$ cat config.mk
export PLATFORM = sky130hd
export DESIGN_NAME = alarm_clock_controller_flat
export DESIGN_NICKNAME = d
export VERILOG_FILES = /design/src/hdl/acc_pkg.sv /design/src/hdl/acc_in_if.sv /design/src/hdl/acc_out_if.sv /design/src/hdl/alarm_clock_controller.sv /design/src/flat_wrapper.sv
export SDC_FILE = /design/constraint.sdc
export NUM_CORES = 1
export LEC_CHECK = 0
export BUFFER_PORTS_ARGS = -buffer_cell sky130_fd_sc_hd__buf_4
export CAP_MARGIN = 20
export CELL_PAD_IN_SITES_DETAIL_PLACEMENT = 1
export CELL_PAD_IN_SITES_GLOBAL_PLACEMENT = 1
export CORE_ASPECT_RATIO = 1.2
export CORE_MARGIN = 2
export CORE_UTILIZATION = 48
export DETAILED_ROUTE_END_ITERATION = 12
export PLACE_DENSITY_LB_ADDON = 0.1
export SLEW_MARGIN = 20
export SYNTH_ARGS = -nofsm -noshare
export SYNTH_HDL_FRONTEND = slang
export SYNTH_SLANG_ARGS = --single-unit
$ cat constraint.sdc
create_clock -name i_clk -period 6.9 [get_ports i_clk]
set_input_delay 1.035 -clock i_clk [delete_from_list [all_inputs] [get_ports i_clk]]
set_output_delay 1.035 -clock i_clk [all_outputs]
set_load 0.005 [all_outputs]
$ cat src/hdl/acc_pkg.sv
// Package: types, constants and digit functions for the alarm clock controller.
`timescale 1ns / 1ps
`default_nettype none
package acc_pkg;

    localparam logic [5:0] MIN_MAX  = 6'd59;
    localparam logic [4:0] HOUR_MAX = 5'd23;

    localparam logic [1:0] MODE_RUN   = 2'd0;
    localparam logic [1:0] MODE_CLOCK = 2'd1;
    localparam logic [1:0] MODE_ALARM = 2'd2;

    localparam logic CFG_DEBOUNCE_RELOAD  = 1'b0;
    localparam logic CFG_TICKS_PER_SECOND = 1'b1;

    localparam logic [3:0] DEBOUNCE_RESET = 4'd2;
    localparam logic [3:0] TPS_RESET      = 4'd4;

    localparam logic [6:0] SEG_BLANK = 7'b1111111;

    typedef struct packed {
        logic [5:0] minute;
        logic [4:0] hour;
    } t_hm;

    typedef struct packed {
        logic [6:0] seg_minute_ones;
        logic [6:0] seg_minute_tens;
        logic [6:0] seg_hour_ones;
        logic [6:0] seg_hour_tens;
        logic       buzzer_on;
        logic [1:0] mode_now;
        logic [1:0] digit_selected;
        logic       alarm_armed;
    } t_result;

    function automatic logic [6:0] seg_of(input logic [3:0] d);
        logic [6:0] s;
        case (d)
            4'd0:    s = 7'b1000000;
            4'd1:    s = 7'b1111001;
            4'd2:    s = 7'b0100100;
            4'd3:    s = 7'b0110000;
            4'd4:    s = 7'b0011001;
            4'd5:    s = 7'b0010010;
            4'd6:    s = 7'b0000010;
            4'd7:    s = 7'b1111000;
            4'd8:    s = 7'b0000000;
            4'd9:    s = 7'b0010000;
            default: s = SEG_BLANK;
        endcase
        return s;
    endfunction

    // Split a value below 60 into tens and ones.
    function automatic logic [7:0] split_bcd(input logic [5:0] v);
        logic [3:0] tens;
        logic [5:0] base;
        logic [5:0] ones;
        if (v >= 6'd50) begin
            tens = 4'd5; base = 6'd50;
        end else if (v >= 6'd40) begin
            tens = 4'd4; base = 6'd40;
        end else if (v >= 6'd30) begin
            tens = 4'd3; base = 6'd30;
        end else if (v >= 6'd20) begin
            tens = 4'd2; base = 6'd20;
        end else if (v >= 6'd10) begin
            tens = 4'd1; base = 6'd10;
        end else begin
            tens = 4'd0; base = 6'd0;
        end
        ones = v - base;
        return {tens, ones[3:0]};
    endfunction

    function automatic logic [4:0] hour_inc(input logic [4:0] h);
        return (h == HOUR_MAX) ? 5'd0 : h + 5'd1;
    endfunction

    function automatic logic [4:0] hour_dec(input logic [4:0] h);
        return (h == 5'd0) ? HOUR_MAX : h - 5'd1;
    endfunction

    function automatic t_hm minute_roll(input t_hm t);
        t_hm r;
        r = t;
        if (t.minute == MIN_MAX) begin
            r.minute = 6'd0;
            r.hour   = hour_inc(t.hour);
        end else begin
            r.minute = t.minute + 6'd1;
        end
        return r;
    endfunction

    function automatic t_hm step_digit(input t_hm t, input logic [1:0] digit,
                                       input logic down);
        t_hm r;
        r = t;
        case (digit)
            2'd0: begin
                if (!down) begin
                    r = minute_roll(t);
                end else if (t.minute == 6'd0) begin
                    r.minute = MIN_MAX;
                    r.hour   = hour_dec(t.hour);
                end else begin
                    r.minute = t.minute - 6'd1;
                end
            end
            2'd1: begin
                if (!down) begin
                    if (t.minute >= 6'd50) begin
                        r.minute = 6'd0;
                        r.hour   = hour_inc(t.hour);
                    end else begin
                        r.minute = t.minute + 6'd10;
                    end
                end else if (t.minute < 6'd10) begin
                    r.minute = MIN_MAX;
                    r.hour   = hour_dec(t.hour);
                end else begin
                    r.minute = t.minute - 6'd10;
                end
            end
            2'd2: begin
                r.hour = down ? hour_dec(t.hour) : hour_inc(t.hour);
            end
            default: begin
                if (!down) begin
                    r.hour = (t.hour >= 5'd14) ? 5'd0 : t.hour + 5'd10;
                end else begin
                    r.hour = (t.hour < 5'd10) ? HOUR_MAX : t.hour - 5'd10;
                end
            end
        endcase
        return r;
    endfunction

endpackage
`default_nettype wire

$ cat src/hdl/acc_in_if.sv
// Interface: input sample channel of the alarm clock controller.
`timescale 1ns / 1ps
`default_nettype none
interface acc_in_if;
    logic       valid;
    logic       ready;
    logic       tick;
    logic [3:0] buttons_n;
    logic       alarm_switch;

    modport source (output valid, output tick, output buttons_n, output alarm_switch,
                    input ready);
    modport sink (input valid, input tick, input buttons_n, input alarm_switch,
                  output ready);
endinterface
`default_nettype wire

$ cat src/hdl/acc_out_if.sv
// Interface: display and status result channel of the alarm clock controller.
`timescale 1ns / 1ps
`default_nettype none
interface acc_out_if;
    logic       valid;
    logic       ready;
    logic [6:0] seg_minute_ones;
    logic [6:0] seg_minute_tens;
    logic [6:0] seg_hour_ones;
    logic [6:0] seg_hour_tens;
    logic       buzzer_on;
    logic [1:0] mode_now;
    logic [1:0] digit_selected;
    logic       alarm_armed;

    modport source (output valid, output seg_minute_ones, output seg_minute_tens,
                    output seg_hour_ones, output seg_hour_tens, output buzzer_on,
                    output mode_now, output digit_selected, output alarm_armed,
                    input ready);
    modport sink (input valid, input seg_minute_ones, input seg_minute_tens,
                  input seg_hour_ones, input seg_hour_tens, input buzzer_on,
                  input mode_now, input digit_selected, input alarm_armed,
                  output ready);
endinterface
`default_nettype wire

$ cat src/hdl/alarm_clock_controller.sv
// Top level: alarm clock controller with time keeping, setting modes and display.
//
//  channel   | direction | contents
//  ----------+-----------+-------------------------------------------------
//  i_in      | in        | tick, buttons_n, alarm_switch (one sample)
//  o_out     | out       | four segment codes, buzzer, mode, digit, armed
//  i_cfg_*   | in        | write enable, index, 4-bit data (no read-back)
//
//  State updates at the accepting edge; the result goes to the output register,
//  or to the skid register while o_out stalls. One transaction per clock is kept
//  while o_out.ready stays high; the output and skid registers decouple the sides,
//  and i_in.ready drops only while the skid register holds a result.
//  Reset is synchronous, active low; it loads the default configuration.
`timescale 1ns / 1ps
`default_nettype none
module alarm_clock_controller (
    input  wire        i_clk,
    input  wire        i_rst_n,
    acc_in_if.sink     i_in,
    acc_out_if.source  o_out,
    input  wire        i_cfg_we,
    input  wire        i_cfg_index,
    input  wire [3:0]  i_cfg_data
);
    import acc_pkg::*;

    logic [3:0] r_debounce_reload;
    logic [3:0] r_ticks_per_second;
    logic [3:0] r_tick_phase,   n_tick_phase;
    logic [5:0] r_second_count, n_second_count;
    t_hm        r_time,         n_time;
    t_hm        r_alarm,        n_alarm;
    logic [3:0] r_debounce_left, n_debounce_left;
    logic [1:0] r_digit_index,  n_digit_index;
    logic [1:0] r_mode,         n_mode;
    logic       r_armed_flag,   n_armed_flag;
    logic       r_buzzer_flag,  n_buzzer_flag;

    t_result    r_out, r_skid, n_result;
    logic       r_out_valid, r_skid_valid;
    logic       in_fire, out_fire;

    logic       up, down, next, setb;
    logic [4:0] phase_inc;
    t_hm        disp;
    logic [7:0] disp_min_bcd;
    logic [7:0] disp_hour_bcd;

    assign i_in.ready = !r_skid_valid;
    assign in_fire    = i_in.valid && !r_skid_valid;
    assign out_fire   = r_out_valid && o_out.ready;

    // Configuration writes
    always_ff @(posedge i_clk) begin
        if (!i_rst_n) begin
            r_debounce_reload  <= DEBOUNCE_RESET;
            r_ticks_per_second <= TPS_RESET;
        end else if (i_cfg_we) begin
            unique case (i_cfg_index)
                CFG_DEBOUNCE_RELOAD:  r_debounce_reload  <= i_cfg_data;
                CFG_TICKS_PER_SECOND: r_ticks_per_second <= i_cfg_data;
                default: ;
            endcase
        end
    end

    always_comb begin
        up   = !i_in.buttons_n[0];
        down = !i_in.buttons_n[1];
        next = !i_in.buttons_n[2];
        setb = !i_in.buttons_n[3];

        n_tick_phase    = r_tick_phase;
        n_second_count  = r_second_count;
        n_time          = r_time;
        n_alarm         = r_alarm;
        n_debounce_left = r_debounce_left;
        n_digit_index   = r_digit_index;
        n_mode          = r_mode;
        n_armed_flag    = r_armed_flag;
        n_buzzer_flag   = r_buzzer_flag;
        phase_inc       = {1'b0, r_tick_phase} + 5'd1;

        if (i_in.tick) begin
            if (r_tick_phase == 4'd0) begin
                if (r_second_count == MIN_MAX) begin
                    n_second_count = 6'd0;
                    n_time         = minute_roll(r_time);
                    if (r_armed_flag && n_time == r_alarm) begin
                        n_buzzer_flag = 1'b1;
                    end
                end else begin
                    n_second_count = r_second_count + 6'd1;
                end
            end
            n_tick_phase = (phase_inc >= {1'b0, r_ticks_per_second}) ? 4'd0
                                                                      : phase_inc[3:0];
            if (r_debounce_left != 4'd0) begin
                n_debounce_left = r_debounce_left - 4'd1;
            end
        end

        if (n_debounce_left == 4'd0) begin
            unique case (r_mode)
                MODE_CLOCK, MODE_ALARM: begin
                    if (setb) begin
                        n_debounce_left = r_debounce_reload;
                        n_digit_index   = 2'd0;
                        n_mode = (r_mode == MODE_CLOCK && r_armed_flag) ? MODE_ALARM
                                                                         : MODE_RUN;
                    end else if (next) begin
                        n_digit_index   = r_digit_index + 2'd1;
                        n_debounce_left = r_debounce_reload;
                    end else if (down || up) begin
                        if (r_mode == MODE_CLOCK) begin
                            n_time = step_digit(n_time, r_digit_index, down);
                        end else begin
                            n_alarm = step_digit(r_alarm, r_digit_index, down);
                        end
                        n_debounce_left = r_debounce_reload;
                    end
                end
                default: begin
                    if (setb) begin
                        n_debounce_left = r_debounce_reload;
                        n_digit_index   = 2'd0;
                        n_mode          = MODE_CLOCK;
                    end else if (i_in.alarm_switch) begin
                        if (!r_armed_flag) begin
                            n_alarm       = n_time;
                            n_armed_flag  = 1'b1;
                            n_digit_index = 2'd0;
                            n_mode        = MODE_ALARM;
                        end
                    end else begin
                        n_armed_flag  = 1'b0;
                        n_buzzer_flag = 1'b0;
                    end
                end
            endcase
        end

        disp          = (n_mode == MODE_ALARM) ? n_alarm : n_time;
        disp_min_bcd  = split_bcd(disp.minute);
        disp_hour_bcd = split_bcd({1'b0, disp.hour});

        n_result.seg_minute_ones = seg_of(disp_min_bcd[3:0]);
        n_result.seg_minute_tens = seg_of(disp_min_bcd[7:4]);
        n_result.seg_hour_ones   = seg_of(disp_hour_bcd[3:0]);
        n_result.seg_hour_tens   = seg_of(disp_hour_bcd[7:4]);
        n_result.buzzer_on       = n_buzzer_flag;
        n_result.mode_now        = n_mode;
        n_result.digit_selected  = n_digit_index;
        n_result.alarm_armed     = n_armed_flag;
    end

    // Clock state
    always_ff @(posedge i_clk) begin
        if (!i_rst_n) begin
            r_tick_phase    <= 4'd0;
            r_second_count  <= 6'd0;
            r_time          <= '0;
            r_alarm         <= '0;
            r_debounce_left <= 4'd0;
            r_digit_index   <= 2'd0;
            r_mode          <= MODE_RUN;
            r_armed_flag    <= 1'b0;
            r_buzzer_flag   <= 1'b0;
        end else if (in_fire) begin
            r_tick_phase    <= n_tick_phase;
            r_second_count  <= n_second_count;
            r_time          <= n_time;
            r_alarm         <= n_alarm;
            r_debounce_left <= n_debounce_left;
            r_digit_index   <= n_digit_index;
            r_mode          <= n_mode;
            r_armed_flag    <= n_armed_flag;
            r_buzzer_flag   <= n_buzzer_flag;
        end
    end

    // Output and skid registers
    always_ff @(posedge i_clk) begin
        if (!i_rst_n) begin
            r_out_valid  <= 1'b0;
            r_skid_valid <= 1'b0;
        end else if (r_skid_valid) begin
            if (out_fire) begin
                r_skid_valid <= 1'b0;
            end
        end else if (in_fire) begin
            if (r_out_valid && !o_out.ready) begin
                r_skid_valid <= 1'b1;
            end else begin
                r_out_valid <= 1'b1;
            end
        end else if (out_fire) begin
            r_out_valid <= 1'b0;
        end
    end

    always_ff @(posedge i_clk) begin
        if (r_skid_valid) begin
            if (out_fire) begin
                r_out <= r_skid;
            end
        end else if (in_fire) begin
            if (r_out_valid && !o_out.ready) begin
                r_skid <= n_result;
            end else begin
                r_out <= n_result;
            end
        end
    end

    assign o_out.valid           = r_out_valid;
    assign o_out.seg_minute_ones = r_out.seg_minute_ones;
    assign o_out.seg_minute_tens = r_out.seg_minute_tens;
    assign o_out.seg_hour_ones   = r_out.seg_hour_ones;
    assign o_out.seg_hour_tens   = r_out.seg_hour_tens;
    assign o_out.buzzer_on       = r_out.buzzer_on;
    assign o_out.mode_now        = r_out.mode_now;
    assign o_out.digit_selected  = r_out.digit_selected;
    assign o_out.alarm_armed     = r_out.alarm_armed;

`ifndef SYNTH
    a_time_range: assert property (@(posedge i_clk) disable iff (!i_rst_n)
        r_time.minute <= MIN_MAX && r_time.hour <= HOUR_MAX &&
        r_alarm.minute <= MIN_MAX && r_alarm.hour <= HOUR_MAX &&
        r_second_count <= MIN_MAX)
        else $error("time or alarm counter out of range");

    a_skid_needs_out: assert property (@(posedge i_clk) disable iff (!i_rst_n)
        r_skid_valid |-> r_out_valid)
        else $error("skid register holds a result while output register is empty");

    a_stall_to_skid: assert property (@(posedge i_clk) disable iff (!i_rst_n)
        (in_fire && r_out_valid && !o_out.ready) |=> r_skid_valid)
        else $error("transaction accepted under stall was not parked in skid");

    a_buzzer_armed: assert property (@(posedge i_clk) disable iff (!i_rst_n)
        $rose(r_buzzer_flag) |-> r_armed_flag)
        else $error("buzzer set while alarm not armed");
`endif
endmodule
`default_nettype wire

$ cat src/flat_wrapper.sv
// flat-port wrapper written by rule: the top's interface ports become plain ports
module alarm_clock_controller_flat import acc_pkg::*;
  (i_clk, i_rst_n, i_cfg_we, i_cfg_index, i_cfg_data, i_in_valid, i_in_tick, i_in_buttons_n, i_in_alarm_switch, i_in_ready, o_out_valid, o_out_seg_minute_ones, o_out_seg_minute_tens, o_out_seg_hour_ones, o_out_seg_hour_tens, o_out_buzzer_on, o_out_mode_now, o_out_digit_selected, o_out_alarm_armed, o_out_ready);
  acc_in_if i_in_i ();
  acc_out_if o_out_i ();
  input  wire i_clk;
  input  wire i_rst_n;
  input  wire i_cfg_we;
  input  wire i_cfg_index;
  input  wire [3:0] i_cfg_data;
  input wire logic [$bits(i_in_i.valid)-1:0] i_in_valid;
  input wire logic [$bits(i_in_i.tick)-1:0] i_in_tick;
  input wire logic [$bits(i_in_i.buttons_n)-1:0] i_in_buttons_n;
  input wire logic [$bits(i_in_i.alarm_switch)-1:0] i_in_alarm_switch;
  output wire logic [$bits(i_in_i.ready)-1:0] i_in_ready;
  output wire logic [$bits(o_out_i.valid)-1:0] o_out_valid;
  output wire logic [$bits(o_out_i.seg_minute_ones)-1:0] o_out_seg_minute_ones;
  output wire logic [$bits(o_out_i.seg_minute_tens)-1:0] o_out_seg_minute_tens;
  output wire logic [$bits(o_out_i.seg_hour_ones)-1:0] o_out_seg_hour_ones;
  output wire logic [$bits(o_out_i.seg_hour_tens)-1:0] o_out_seg_hour_tens;
  output wire logic [$bits(o_out_i.buzzer_on)-1:0] o_out_buzzer_on;
  output wire logic [$bits(o_out_i.mode_now)-1:0] o_out_mode_now;
  output wire logic [$bits(o_out_i.digit_selected)-1:0] o_out_digit_selected;
  output wire logic [$bits(o_out_i.alarm_armed)-1:0] o_out_alarm_armed;
  input wire logic [$bits(o_out_i.ready)-1:0] o_out_ready;
  assign i_in_i.valid = i_in_valid;
  assign i_in_i.tick = i_in_tick;
  assign i_in_i.buttons_n = i_in_buttons_n;
  assign i_in_i.alarm_switch = i_in_alarm_switch;
  assign i_in_ready = i_in_i.ready;
  assign o_out_valid = o_out_i.valid;
  assign o_out_seg_minute_ones = o_out_i.seg_minute_ones;
  assign o_out_seg_minute_tens = o_out_i.seg_minute_tens;
  assign o_out_seg_hour_ones = o_out_i.seg_hour_ones;
  assign o_out_seg_hour_tens = o_out_i.seg_hour_tens;
  assign o_out_buzzer_on = o_out_i.buzzer_on;
  assign o_out_mode_now = o_out_i.mode_now;
  assign o_out_digit_selected = o_out_i.digit_selected;
  assign o_out_alarm_armed = o_out_i.alarm_armed;
  assign o_out_i.ready = o_out_ready;
  alarm_clock_controller u_core (.i_clk(i_clk), .i_rst_n(i_rst_n), .i_in(i_in_i), .o_out(o_out_i), .i_cfg_we(i_cfg_we), .i_cfg_index(i_cfg_index), .i_cfg_data(i_cfg_data));
endmodule
== Yosys cells after proc, flatten, opt, wreduce, memory -nomap -nowiden ==
Memories as Yosys holds them, arrays and structs flattened.
Cells that the tools add are included.

* Magnitude comparators: 19
* Add/sub/neg operators: 24
* Eq/ne operators: 16
* Bitwise logic cells: 2
* Muxes and demuxes: 131
* Reductions and logical operators: 28

{| class="wikitable"
|+ Operators by type and width
! operator !! number
|-
| 11-bit 2-to-1 mux || 23
|-
| 34-bit 2-to-1 mux || 4
|-
| 5-bit 2-to-1 mux || 25
|-
| 4-bit 2-to-1 mux || 27
|-
| 6-bit 2-to-1 mux || 13
|-
| 5-bit case mux with 3 select lines || 2
|-
| 2-bit 2-to-1 mux || 14
|-
| 6-bit by 1-bit adder with 6-bit output, second input constant || 4
|-
| 6-bit equality test, second input constant || 4
|-
| 6-bit >= comparator, second input constant || 4
|-
| 6-bit case mux with 2 select lines || 2
|-
| 1-bit 2-to-1 mux || 21
|-
| 5-bit by 1-bit adder with 5-bit output, second input constant || 3
|-
| 5-bit equality test, second input constant || 3
|-
| 5-bit by 4-bit >= comparator with 1-bit output, second input constant || 3
|-
| 6-bit by 4-bit adder with 6-bit output, second input constant || 2
|-
| 5-bit by 6-bit >= comparator with 1-bit output, second input constant || 2
|-
| 6-bit by 5-bit >= comparator with 1-bit output, second input constant || 2
|-
| 6-bit logical NOT || 2
|-
| 6-bit by 4-bit < comparator with 1-bit output, second input constant || 2
|-
| 3-bit AND reduction || 4
|-
| 6-bit by 1-bit subtractor with 6-bit output, second input constant || 2
|-
| 6-bit by 4-bit subtractor with 6-bit output, second input constant || 2
|-
| 11-bit equality test || 1
|-
| 26 further kinds || 49
|}

* Output and inout port bits: 36
* Input port bits: 16
* Register bits: 120
* Word-level logic and storage cells: 255
* Memory bits (read-only): 448
* Memories: 4

{| class="wikitable"
|+ Memories
! memory !! words !! width !! read ports !! clocked after Yosys merged registers in !! write ports !! line !! RTL
|-
| (name not given) || 16 || 7 || 1 || 0 || 0 || acc_pkg.sv:39 || <nowiki>case (d)</nowiki>
|-
| (name not given) || 16 || 7 || 1 || 0 || 0 || acc_pkg.sv:39 ||
|-
| (name not given) || 16 || 7 || 1 || 0 || 0 || acc_pkg.sv:39 ||
|-
| (name not given) || 16 || 7 || 1 || 0 || 0 || acc_pkg.sv:39 ||
|}

== Longest topological paths before layout ==
Gate-level depths: netlist of the first run.
An unclocked memory read counts as a cell.

* Word-level depth: 32
* Mapped depth: 31
* Mapped depth without buffers: 30

== Least setup slack after synthesis of the first run ==
OpenSTA, ideal clock, no wires.

* Path type: input to register
* Start: input i_in_tick
* End: register u_core.r_skid[33] (netlist name) (data pin)
* Library setup time: 0.146 ns
* Required time: 6.754 ns
* Data arrival time: 6.149 ns
* Slack: 0.605 ns
* Stages: 27
* Path buffers: 2
* Path through: nand4bb_2 nor3_2 buf_2 mux2i_1 inv_1 ha_1 nor2b_1 o21ai_0 mux2_2 o211ai_1 a221oi_1 o21ai_1 a21oi_1 buf_2 a21oi_1 a311oi_1 mux2_2 ha_1 inv_1 fa_1 inv_1 nor2_1 nand4b_1 o311ai_0 a22oi_1 o21ai_0 a21oi_1

{| class="wikitable"
|+ RTL lines
! item !! line !! RTL
|-
| start: declaration || flat_wrapper.sv:12 || <nowiki>input wire logic [$bits(i_in_i.tick)-1:0] i_in_tick;</nowiki>
|-
| end signal: assignment || alarm_clock_controller.sv:209 || <nowiki>r_skid <= n_result;</nowiki>
|-
| end: declaration || alarm_clock_controller.sv:39 || <nowiki>t_result r_out, r_skid, n_result;</nowiki>
|}

== Worst setup path after layout of the first run ==
* Start: input i_in_tick
* End: register u_core.r_out (netlist bit u_core.o_out.seg_hour_ones[3]) (data pin)

* Longest elaborated chain between the ends: 24
* Elaborated cells on any way between the ends: 57
* Those cells by class: add/sub (5); order compare (9); eq/ne (3); mux (36); reduce/logical (3); memory (1)

{| class="wikitable"
|+ RTL lines
! item !! line !! RTL
|-
| 11-bit 2-to-1 mux || alarm_clock_controller.sv:84 || <nowiki>if (i_in.tick) begin</nowiki>
|-
| 5-bit by 1-bit subtractor with 5-bit output (tied with other cells) || acc_pkg.sv:82 || <nowiki>return (h == 5'd0) ? HOUR_MAX : h - 5'd1;</nowiki>
|-
| 5-bit 2-to-1 mux (on tied branches) || acc_pkg.sv:82, acc_pkg.sv:78 ||
|-
| 5-bit 2-to-1 mux (on tied branches) || - ||
|-
| 11-bit 2-to-1 mux (on tied branches) || acc_pkg.sv:113, acc_pkg.sv:103 ||
|-
| 5-bit case mux with 3 select lines || acc_pkg.sv:101 || <nowiki>case (digit)</nowiki>
|-
| 11-bit 2-to-1 mux || alarm_clock_controller.sv:115 || <nowiki>if (r_mode == MODE_CLOCK) begin</nowiki>
|-
| 11-bit 2-to-1 mux || alarm_clock_controller.sv:114 || <nowiki>end else if (down || up) begin</nowiki>
|-
| [... 8 more ...] || - ||
|-
| 4-bit 2-to-1 mux || acc_pkg.sv:64 || <nowiki>end else if (v >= 6'd30) begin</nowiki>
|-
| 4-bit 2-to-1 mux || acc_pkg.sv:62 || <nowiki>end else if (v >= 6'd40) begin</nowiki>
|-
| 4-bit 2-to-1 mux || acc_pkg.sv:60 || <nowiki>if (v >= 6'd50) begin</nowiki>
|-
| 4-bit subtractor * || acc_pkg.sv:73 || <nowiki>ones = v - base;</nowiki>
|-
| memory read 16 x 7 bit * || - ||
|-
| 34-bit 2-to-1 mux * || alarm_clock_controller.sv:208 || <nowiki>if (r_out_valid && !o_out.ready) begin</nowiki>
|-
| 34-bit 2-to-1 mux * || alarm_clock_controller.sv:207 || <nowiki>end else if (in_fire) begin</nowiki>
|-
| 34-bit 2-to-1 mux * || alarm_clock_controller.sv:203 || <nowiki>if (r_skid_valid) begin</nowiki>
|-
| end signal: assignment || alarm_clock_controller.sv:205 || <nowiki>r_out <= r_skid;</nowiki>
|-
| end signal: assignment || alarm_clock_controller.sv:211 || <nowiki>r_out <= n_result;</nowiki>
|-
| end: declaration || alarm_clock_controller.sv:39 ||
|}

Every way passes the cells marked *; elsewhere a longest branch is shown, timed or not. The select of a mux whose other input is x is not followed.
A chain may end at the register's enable or synchronous reset.

==> results.toml, run 1 <==
[status]
status = "finished, final reports clean"

[synth]
seq_area_frac_synth_pct = 28.2
ys_async_sr_fraction_pct = 0
ys.flop_type = "edfxtp_1"
ys_warn_count = 0
synth_cells = 1283
synth-seq-cells = 116
avgSynthCellArea_sq_um = 8.20
synth_cell_types = 112
synth_nets = 1356
synth_edf_count = 64
synth_area_sq_mm = 0.0105

[clock_network]
max-clock-path-buffers = 2
cts_tree = "done"
hold_buffers = 0
cts_root_buf = "clkbuf_16"
cts.sinks = 116
h-tree-depth = 4
insertion_delay_ns = 0.45
cts_buffers = 17
clkTransAtPathRegs_ns = 0.07

[finish]
layout_common_cells = "buf_4 (115), nor2_1 (114), nand2_1 (112)"
multi_input_area_sq_mm = 0.00702
drive_gt1_share_pct = 17.8
fin_util_pct = 55.6
final-seq-area_sq_mm = 0.00296
num-nets-final = 1402
fill_cells = 2594
final_common_cell = "buf_4"
antennaDiodeCount = 0
syn_to_final_growth_pct = 14.4

[worst_setup_path]
crit_required_ns = 7.14
worst-path-max-fanout = 13
end_kind = "flip-flop"
critPathKind = "input port to flip-flop"
cp_data_arrival_time_ns = 6.75
cp-start-kind = "input port"

[min_path]
hold_class = "flip-flop to flip-flop"

[sta]
tns_ns = 0
skew_ns = 0.0188
worst_slack_ns = 0.393
period_minus_slack_ns = 6.51
rsz0062_at_grt = "false"
tightest_slew_ns = 0.993
setup_viol = 0
slew_headroom_pct = 33.7
max_clock_freq_ghz = 0.154
finalHoldViolations = 0
min_period_over_period_pct = 94.3
maxSlewViolCount = 0

[drt]
via_per_inst = 6.85
drtPass1Iterations = 8
drt-initial-drc-count = 1291
ant_nets = 0
wire_per_inst_um = 25.1
num_vias = 11100
drt-total-wl_mm = 40.5
drcViolationCount = 0

[grt]
use_met3_pct = 6.83
grt_max_degree = 54
gr-total-overflow = 0
grt_pass1_vias = 11300
grt_antenna_before_repair = 0
grtUsageMet1_pct = 42.9
grt_use_total_pct = 34.3
grt_busiest_layer = "met2"
grt_pass1_wl_mm = 63.5
grt_util_met2_pct = 58.4

[power_and_ir_drop]
p_total_w = 0.00321
p_leak_nw = 4.59
power_density_mw_per_mm2 = 267
ir_worst_vdd_mv = 0.229

[floorplan]
initial_utilization_pct = 48.6
die_area_sq_mm = 0.0231
die_h_um = 166
ios = 52
core_area_sq_mm = 0.0216
die_x_um = 139
core.rowCount = 59

[job]
cap_viol_max_count = 0

[placement]
dp_slack_ns = 0.0350
place_hpwl_mm = 29.1
port_buffers = 50
gp_congestion = 0.956
## routing by layer
layer	part of all wire, %	vias to the layer above
met5	0	-
li1	-	4966
met3	7.1	122
met1	41	5473
met2	48	503
met4	3.6	0
## synth_stat cells, drive strengths merged, types with 32 or more instances
| master | instances | share of area, % |
|---|---|---|
| edfxtp | 64 | 18 |
| o21ai | 81 | 3.9 |
| clkbuf | 57 | 2.0 |
| nand3 | 42 | 2.1 |
| buf | 32 | 1.7 |
| nor3 | 41 | 2.0 |
| ha | 55 | 6.5 |
| a21oi | 96 | 4.6 |
| nand2 | 114 | 4.1 |
| dfxtp | 52 | 9.9 |
| inv | 61 | 2.2 |
| nor2 | 115 | 4.2 |
## path summary, 6_finish.rpt
check / slack, ns / cells after the start / end / startpoint
min: 0.47 / 2 / u_core.r_ticks_per_second[3] / u_core.r_ticks_per_second[3]
max reg2reg: 0.44 / 24 / u_core.o_out.seg_hour_ones[3] / u_core.r_second_count[0]
max: 0.39 / 24 / u_core.o_out.seg_hour_ones[3] / i_in_tick
min reg2reg: 0.47 / 2 / u_core.r_ticks_per_second[3] / u_core.r_ticks_per_second[3]
## sequential cells by signal (all words and copies together) (netlist names)
name	count
u_core.o_out.seg_hour_ones	7
u_core.r_time	11
u_core.o_out.digit_selected	2
u_core.r_buzzer_flag	1
u_core.r_debounce_left	4
u_core.r_debounce_reload	4
u_core.o_out.seg_minute_tens	7
u_core.o_out.seg_minute_ones	7
u_core.r_skid_valid	1
u_core.o_out.valid	1
u_core.r_skid	32
u_core.r_armed_flag	1
u_core.o_out.buzzer_on	1
u_core.r_digit_index	2
u_core.o_out.alarm_armed	1
u_core.r_alarm	11
u_core.o_out.mode_now	2
u_core.o_out.seg_hour_tens	5
u_core.r_second_count	6
u_core.r_mode	2
u_core.r_tick_phase	4
u_core.r_ticks_per_second	4
## where the power goes
part / total (W) / internal, W / switching, W
Sequential: 0.000943 / 0.000877 / 0.0000656
Combinational: 0.00134 / 0.000521 / 0.000818
Clock: 0.000932 / 0.000514 / 0.000418
Total: 0.00321 / 0.00191 / 0.00130
## critical path, stage by stage
cell and delay (ns):
buf_4 0.18, and4bb_1 0.26, nand3_2 0.21, nor3_1 0.19, a21oi_1 0.07, inv_1 0.10, ha_1 0.15, inv_1 0.11
a211oi_1 0.33, mux2_2 0.28, and3_1 0.25, a311oi_1 0.12, a2111oi_0 0.44, o2111ai_1 0.24, and2_4 0.24, o41ai_4 0.30
o21ai_0 0.18, mux2i_1 0.30, inv_1 0.14, ha_1 0.24, fa_2 0.47, xnor2_2 0.32, nor2_1 0.20, o41ai_1 0.38
## through the flow
stage	cells	area (sq um)	hold slack [ns]
after floorplan	1283	10500	0.436
after global placement	1581	11300	0.444
after detailed placement	1581	11300	0.460
after CTS	1613	11900	0.470
after global routing	1616	12000	0.486
final	1616	12000	0.472
## area by class of cell
class                   count  area share (%)
flip-flops and latches    116            24.6
multi-input cells        1015            58.3
clock inverters            15            1.34
well taps                 274            2.85
repair buffers            116            7.40
clock buffers              17            3.53
inverters                  63            1.96
## cell families (layout without fill, tap and decap cells)
group                    Yosys count  after routing  share of synthesized area, %
other                              1              1                        0.0357
AND/OR/NAND/NOR                  440            440                          21.3
AO/OA/AOI/OAI                    441            441                          29.8
XOR/XNOR                          35             35                          3.54
flip-flops                       116            116                          28.2
adder cells (fa/ha/maj)           58             58                          7.02
multiplexers                      40             40                          4.15
buffers and inverters            152            211                          5.94
## what timing repair did
action,in CTS,in global routing
buffers inserted,0,2
setup endpoints to repair,0,20
resized for setup,0,14
Power figures use the tool's default switching activity.
==> run 2: changes to the inputs <==
CELL_PAD_IN_SITES_GLOBAL_PLACEMENT = 2   (was 1)
CORE_UTILIZATION = 39   (was 48)
==> results.toml, run 2 (synthesis gave the netlist of run 1 again) <==
[clock_network]
insertion_delay_ns = 0.43
max-clock-path-buffers = 2
hold_buffers = 0
post_cts_buffers = 0
cts_tree = "done"
cts_buffers = 17
cts.sinks = 116
clkTransAtPathRegs_ns = 0.06
h-tree-depth = 4
cts_root_buf = "clkbuf_16"
ctsResizeCount = 0

[grt]
gr-total-overflow = 0
grt_max_degree = 38
grt_pass1_vias = 10700
grt_pass1_wl_mm = 62.4
grt_use_total_pct = 28.3
grt_antenna_before_repair = 0

[drt]
via_per_inst = 6.38
wire_per_inst_um = 23.8
drtPass1Iterations = 5
ant_nets = 0
drcViolationCount = 0
drt-initial-drc-count = 579
num_vias = 10800
drt-total-wl_mm = 40.1

[finish]
final_cells = 1687
syn_to_final_growth_pct = 15.4
num-nets-final = 1412
top_register = "u_core.r_skid"
final_common_cell = "buf_4"
top_regs = "u_core.r_skid x32, u_core.r_alarm x11, u_core.r_time x11"
layout_common_cells = "buf_4 (125), nor2_1 (114), nand2_1 (112)"
drive_gt1_share_pct = 17.6
antennaDiodeCount = 0
largest_register_ffs = 32

[worst_setup_path]
end_kind = "flip-flop"
cp-start-kind = "input port"
critPathKind = "input port to flip-flop"
crit_required_ns = 7.13
crit_start = "i_in_tick"
worstReg2RegStart = "u_core.r_second_count[0]"
cp_data_arrival_time_ns = 6.64
worst-path-max-fanout = 13

[sta]
tightest_slew_ns = 1.02
worst_slack_ns = 0.494
maxSlewViolCount = 0
hold_slack_ns = 0.475
max_clock_freq_ghz = 0.156
skew_ns = 0.0137
slew_headroom_pct = 31.9
setup_viol = 0
finalHoldViolations = 0
rsz0062_at_grt = "false"
tns_ns = 0
min_period_over_period_pct = 92.8
period_minus_slack_ns = 6.41

[min_path]
worstHoldStart = "u_core.r_ticks_per_second[1]"
hold_class = "flip-flop to flip-flop"

[placement]
place_hpwl_mm = 30.2
dp_slack_ns = 0.0601
gp_congestion = 0.973
port_buffers = 50
dpl.cell_count = 1654

[power_and_ir_drop]
p_total_w = 0.00318
power_density_mw_per_mm2 = 262
ir_worst_vdd_mv = 0.170
p_leak_nw = 4.62

[status]
status = "finished, final reports clean"

[job]
cap_viol_max_count = 0

[floorplan]
initial_utilization_pct = 39.8
die_x_um = 154
die_area_sq_mm = 0.0283
die_h_um = 184
core_area_sq_mm = 0.0264
ios = 52
core.rowCount = 65
## run 2: per-stage QoR
| stage | util [%] | cell area (sq um) |
|---|---|---|
| 2_1_floorplan | - | 10500 |
| 6_report | 45.9 | 12100 |
| 3_5_place_dp | 43.5 | 11500 |
| 5_1_grt | 45.9 | 12100 |
| 4_1_cts | 45.8 | 12100 |
| 3_3_place_gp | 43.5 | 11500 |
## run 2: layout make-up
class                      count  area, sq um
multi-input combinational   1015         6950
tap                          335          419
timing repair buffer         126          966
clock inverter                14          178
fill                        3136        14300
inverter                      63          236
sequential                   116         2960
clock buffer                  18          429
## run 2: final timing paths
check / to / slack (ns) / depth (start not counted)
min: u_core.r_ticks_per_second[1] / 0.47 / 2
min reg2reg: u_core.r_ticks_per_second[1] / 0.47 / 2
max: u_core.o_out.seg_hour_ones[0] / 0.49 / 23
max reg2reg: u_core.o_out.seg_hour_ones[0] / 0.55 / 23
## run 2: where the power goes
part	internal, W	total, W	switching, W	leakage (nW)
Clock	0.000572	0.000939	0.000368	0.284
Combinational	0.000525	0.00131	0.000782	3.31
Sequential	0.000877	0.000937	0.0000603	1.03
Total	0.00197	0.00318	0.00121	4.62
## run 2: routing by layer
layer | global-route usage (%) | vias up | wire (um)
met5 | 0 | - | 0
met3 | 3.75 | 75 | 1940
li1 | - | 4988 | -
met4 | 12.9 | 0 | 1660
met2 | 47.8 | 325 | 19300
met1 | 36.1 | 5377 | 17200
## run 2: worst max-delay path, cell delays in order
cell	delay [ns]
buf_4	0.16
nand4bb_2	0.18
nor4_1	0.33
buf_4	0.19
mux2_2	0.35
ha_1	0.21
nor2b_1	0.13
and4_1	0.19
a2111o_1	0.47
a21oi_1	0.17
a31oi_1	0.08
o221ai_1	0.24
o2111ai_1	0.18
and2_4	0.23
o41ai_4	0.29
o21ai_0	0.18
mux2i_1	0.25
inv_1	0.10
ha_1	0.21
fa_1	0.55
xnor2_2	0.35
nor2_1	0.18
o41ai_1	0.38
==> run 3: changes to the inputs <==
ABC_AREA = 1   (was default)
CORE_UTILIZATION = 36   (was 39)
==> results.toml, run 3 <==
[synth]
avgSynthCellArea_sq_um = 6.91
yosys-top-cells-count = "nand2_1 (377), inv_1 (147), nand3_1 (127), o21ai_0 (98), nor2_1 (81)"
synth.most_common_cell = "nand2_1"
synth_cells = 1350
synth_edf_count = 64
synth.top_cells.by_area = "edfxtp_1 (21%), nand2_1 (15%), dfxtp_1 (11%), ha_1 (7.4%), nand3_1 (6.8%)"
synth_cell_types = 59
ys_warn_count = 0
synth_area_sq_mm = 0.00932
synth_nets = 1423
ys.flop_type = "edfxtp_1"
ys_async_sr_fraction_pct = 0
synth_top_area_share_pct = 20.6
synth-seq-cells = 116
seq_area_frac_synth_pct = 31.8
yosys.area.top_type = "edfxtp_1"

[worst_setup_path]
slowest_delay_ns = 0.68
crit_path_frequent_cell = "nand2_1"
worst-path-max-fanout = 11
cp-start-kind = "input port"
crit_required_ns = 7.09
crit_slowest_cell = "fa_1"
critPathKind = "input port to flip-flop"
cp_data_arrival_time_ns = 5.87
end_kind = "flip-flop"

[grt]
gr-total-overflow = 0
grt_pass1_wl_mm = 51.9
grt_antenna_before_repair = 0
grt_max_degree = 37
grt_pass1_vias = 9484
grt_use_total_pct = 24.1

[finish]
num-nets-final = 1454
fin_util_pct = 41.4
top_regs = "u_core.r_skid x32, u_core.r_alarm x11, u_core.r_time x11"
final_common_cell = "nand2_1"
syn_to_final_growth_pct = 13.0
largest_register_ffs = 32
drive_gt1_share_pct = 11.9
layout_common_cells = "nand2_1 (377), inv_1 (147), nand3_1 (127)"
fill_cells = 3299
top_register = "u_core.r_skid"
antennaDiodeCount = 0

[drt]
dr_wl_met3_um = 881
ant_nets = 0
num_vias = 9359
wl_met1_mm = 14.2
top_layer = "met4"
met2RoutedLength_mm = 16.3
via_per_inst = 5.43
drt-total-wl_mm = 32.2
drcViolationCount = 0
drt-initial-drc-count = 586
drtPass1Iterations = 4
wire_per_inst_um = 18.7

[power_and_ir_drop]
p_leak_nw = 4.95
p_int_w = 0.00192
swShare_pct = 40.4
clkPwrFrac_pct = 27.9
ir_worst_vdd_mv = 0.144
pwr-share-comb_pct = 41.5
power_density_mw_per_mm2 = 306
switchingPower_w = 0.00130
seqPwrFrac_pct = 30.7
p_total_w = 0.00322

[clock_network]
clkTransAtPathRegs_ns = 0.07
max-clock-path-buffers = 2
post_cts_buffers = 0
cts_root_buf = "clkbuf_16"
cts.sinks = 116
cts_tree = "done"
ctsResizeCount = 0
insertion_delay_ns = 0.43
h-tree-depth = 4
hold_buffers = 0
cts_buffers = 17

[floorplan]
die_area_sq_mm = 0.0272
die_x_um = 151
core_area_sq_mm = 0.0255
ios = 52
initial_utilization_pct = 36.6
core.rowCount = 64
die_h_um = 180

[sta]
skew_ns = 0.0182
maxSlewViolCount = 0
rsz0062_at_grt = "false"
tns_ns = 0
min_period_over_period_pct = 82.3
setup_viol = 0
tightest_slew_ns = 0.934
period_minus_slack_ns = 5.68
max_clock_freq_ghz = 0.176
finalHoldViolations = 0
slew_headroom_pct = 37.6

[placement]
gp_congestion = 0.949
place_hpwl_mm = 24.1
port_buffers = 50

[job]
cap_viol_max_count = 0

[status]
status = "finished, final reports clean"

[min_path]
hold_class = "flip-flop to flip-flop"
[run 3: changes by cell type after synthesis, moves of 25 or more]
cell / before / now
nor2_1: 114 / 81
nor3_1: 39 / 10
nand3_1: 40 / 127
mux2_2: 25 / 0
inv_1: 59 / 147
clkbuf_1: 57 / 24
nand2_1: 112 / 377
[run 3: through the flow]
stage | hold WS (ns) | std cells | cell area, sq um | setup slack (ns)
final | 0.474 | 1724 | 10500 | 1.22
after CTS | 0.479 | 1724 | 10500 | 1.23
after floorplan | 0.429 | 1350 | 9320 | 1.98
after global routing | 0.511 | 1724 | 10500 | 0.591
after detailed placement | 0.464 | 1692 | 9940 | 0.796
after global placement | 0.451 | 1692 | 9940 | 0.848
[run 3: layout make-up]
class	instances	area [sq um]	share of cell area (%)
Tap cell	330	413	3.92
Multi-Input combinational cell	1021	5490	52.2
Clock buffer	20	468	4.44
Clock inverter	12	119	1.13
Inverter	165	624	5.93
Timing Repair Buffer	60	450	4.28
Sequential cell	116	2960	28.1
[run 3: critical path: cells and delay by family]
| family | cells | cell delay (ns) |
|---|---|---|
| fa+ha+maj | 3 | 1.18 |
| simple gates | 22 | 2.79 |
| buf+inv | 5 | 0.57 |
| compound gates | 2 | 0.26 |
[run 3: cells by family after synthesis]
| kind of cell | Yosys count | share of synthesized area, % |
|---|---|---|
| DFF | 116 | 31.8 |
| other | 1 | 0.0402 |
| adders and majority gates | 57 | 7.81 |
| and+or+nand+nor | 671 | 31.7 |
| AOI/OAI and AO/OA | 272 | 17.2 |
| buffers and inverters | 213 | 9.38 |
| xor gates and xnor gates | 20 | 2.08 |
[run 3: final timing paths]
| path | start | end | slack, ns | cells past startpoint |
|---|---|---|---|---|
| min | u_core.r_debounce_reload[1] | u_core.r_debounce_reload[1] | 0.47 | 2 |
| min reg2reg | u_core.r_debounce_reload[1] | u_core.r_debounce_reload[1] | 0.47 | 2 |
| max reg2reg | u_core.r_second_count[0] | u_core.o_out.seg_hour_ones[5] | 1.27 | 34 |
| max | i_in_tick | u_core.o_out.seg_hour_ones[5] | 1.22 | 32 |
[run 3: per-layer routing]
layer / GRT usage (%) / vias to the layer above
met5: 0 / -
li1: - / 4582
met1: 30.5 / 4574
met2: 42.7 / 164
met4: 6.88 / 0
met3: 2.96 / 39
[run 3: power by group through the flow]
| stage | clock, W | sequential (W) | combinational (W) |
|---|---|---|---|
| after global routing | 0.000946 | 0.00100 | 0.00153 |
| after global placement | 0 | 0.000999 | 0.00129 |
| final | 0.000898 | 0.000988 | 0.00134 |
| after CTS | 0.000917 | 0.000990 | 0.00135 |
| after detailed placement | 0 | 0.00100 | 0.00134 |
| after floorplan | 0 | 0.000981 | 0.000940 |
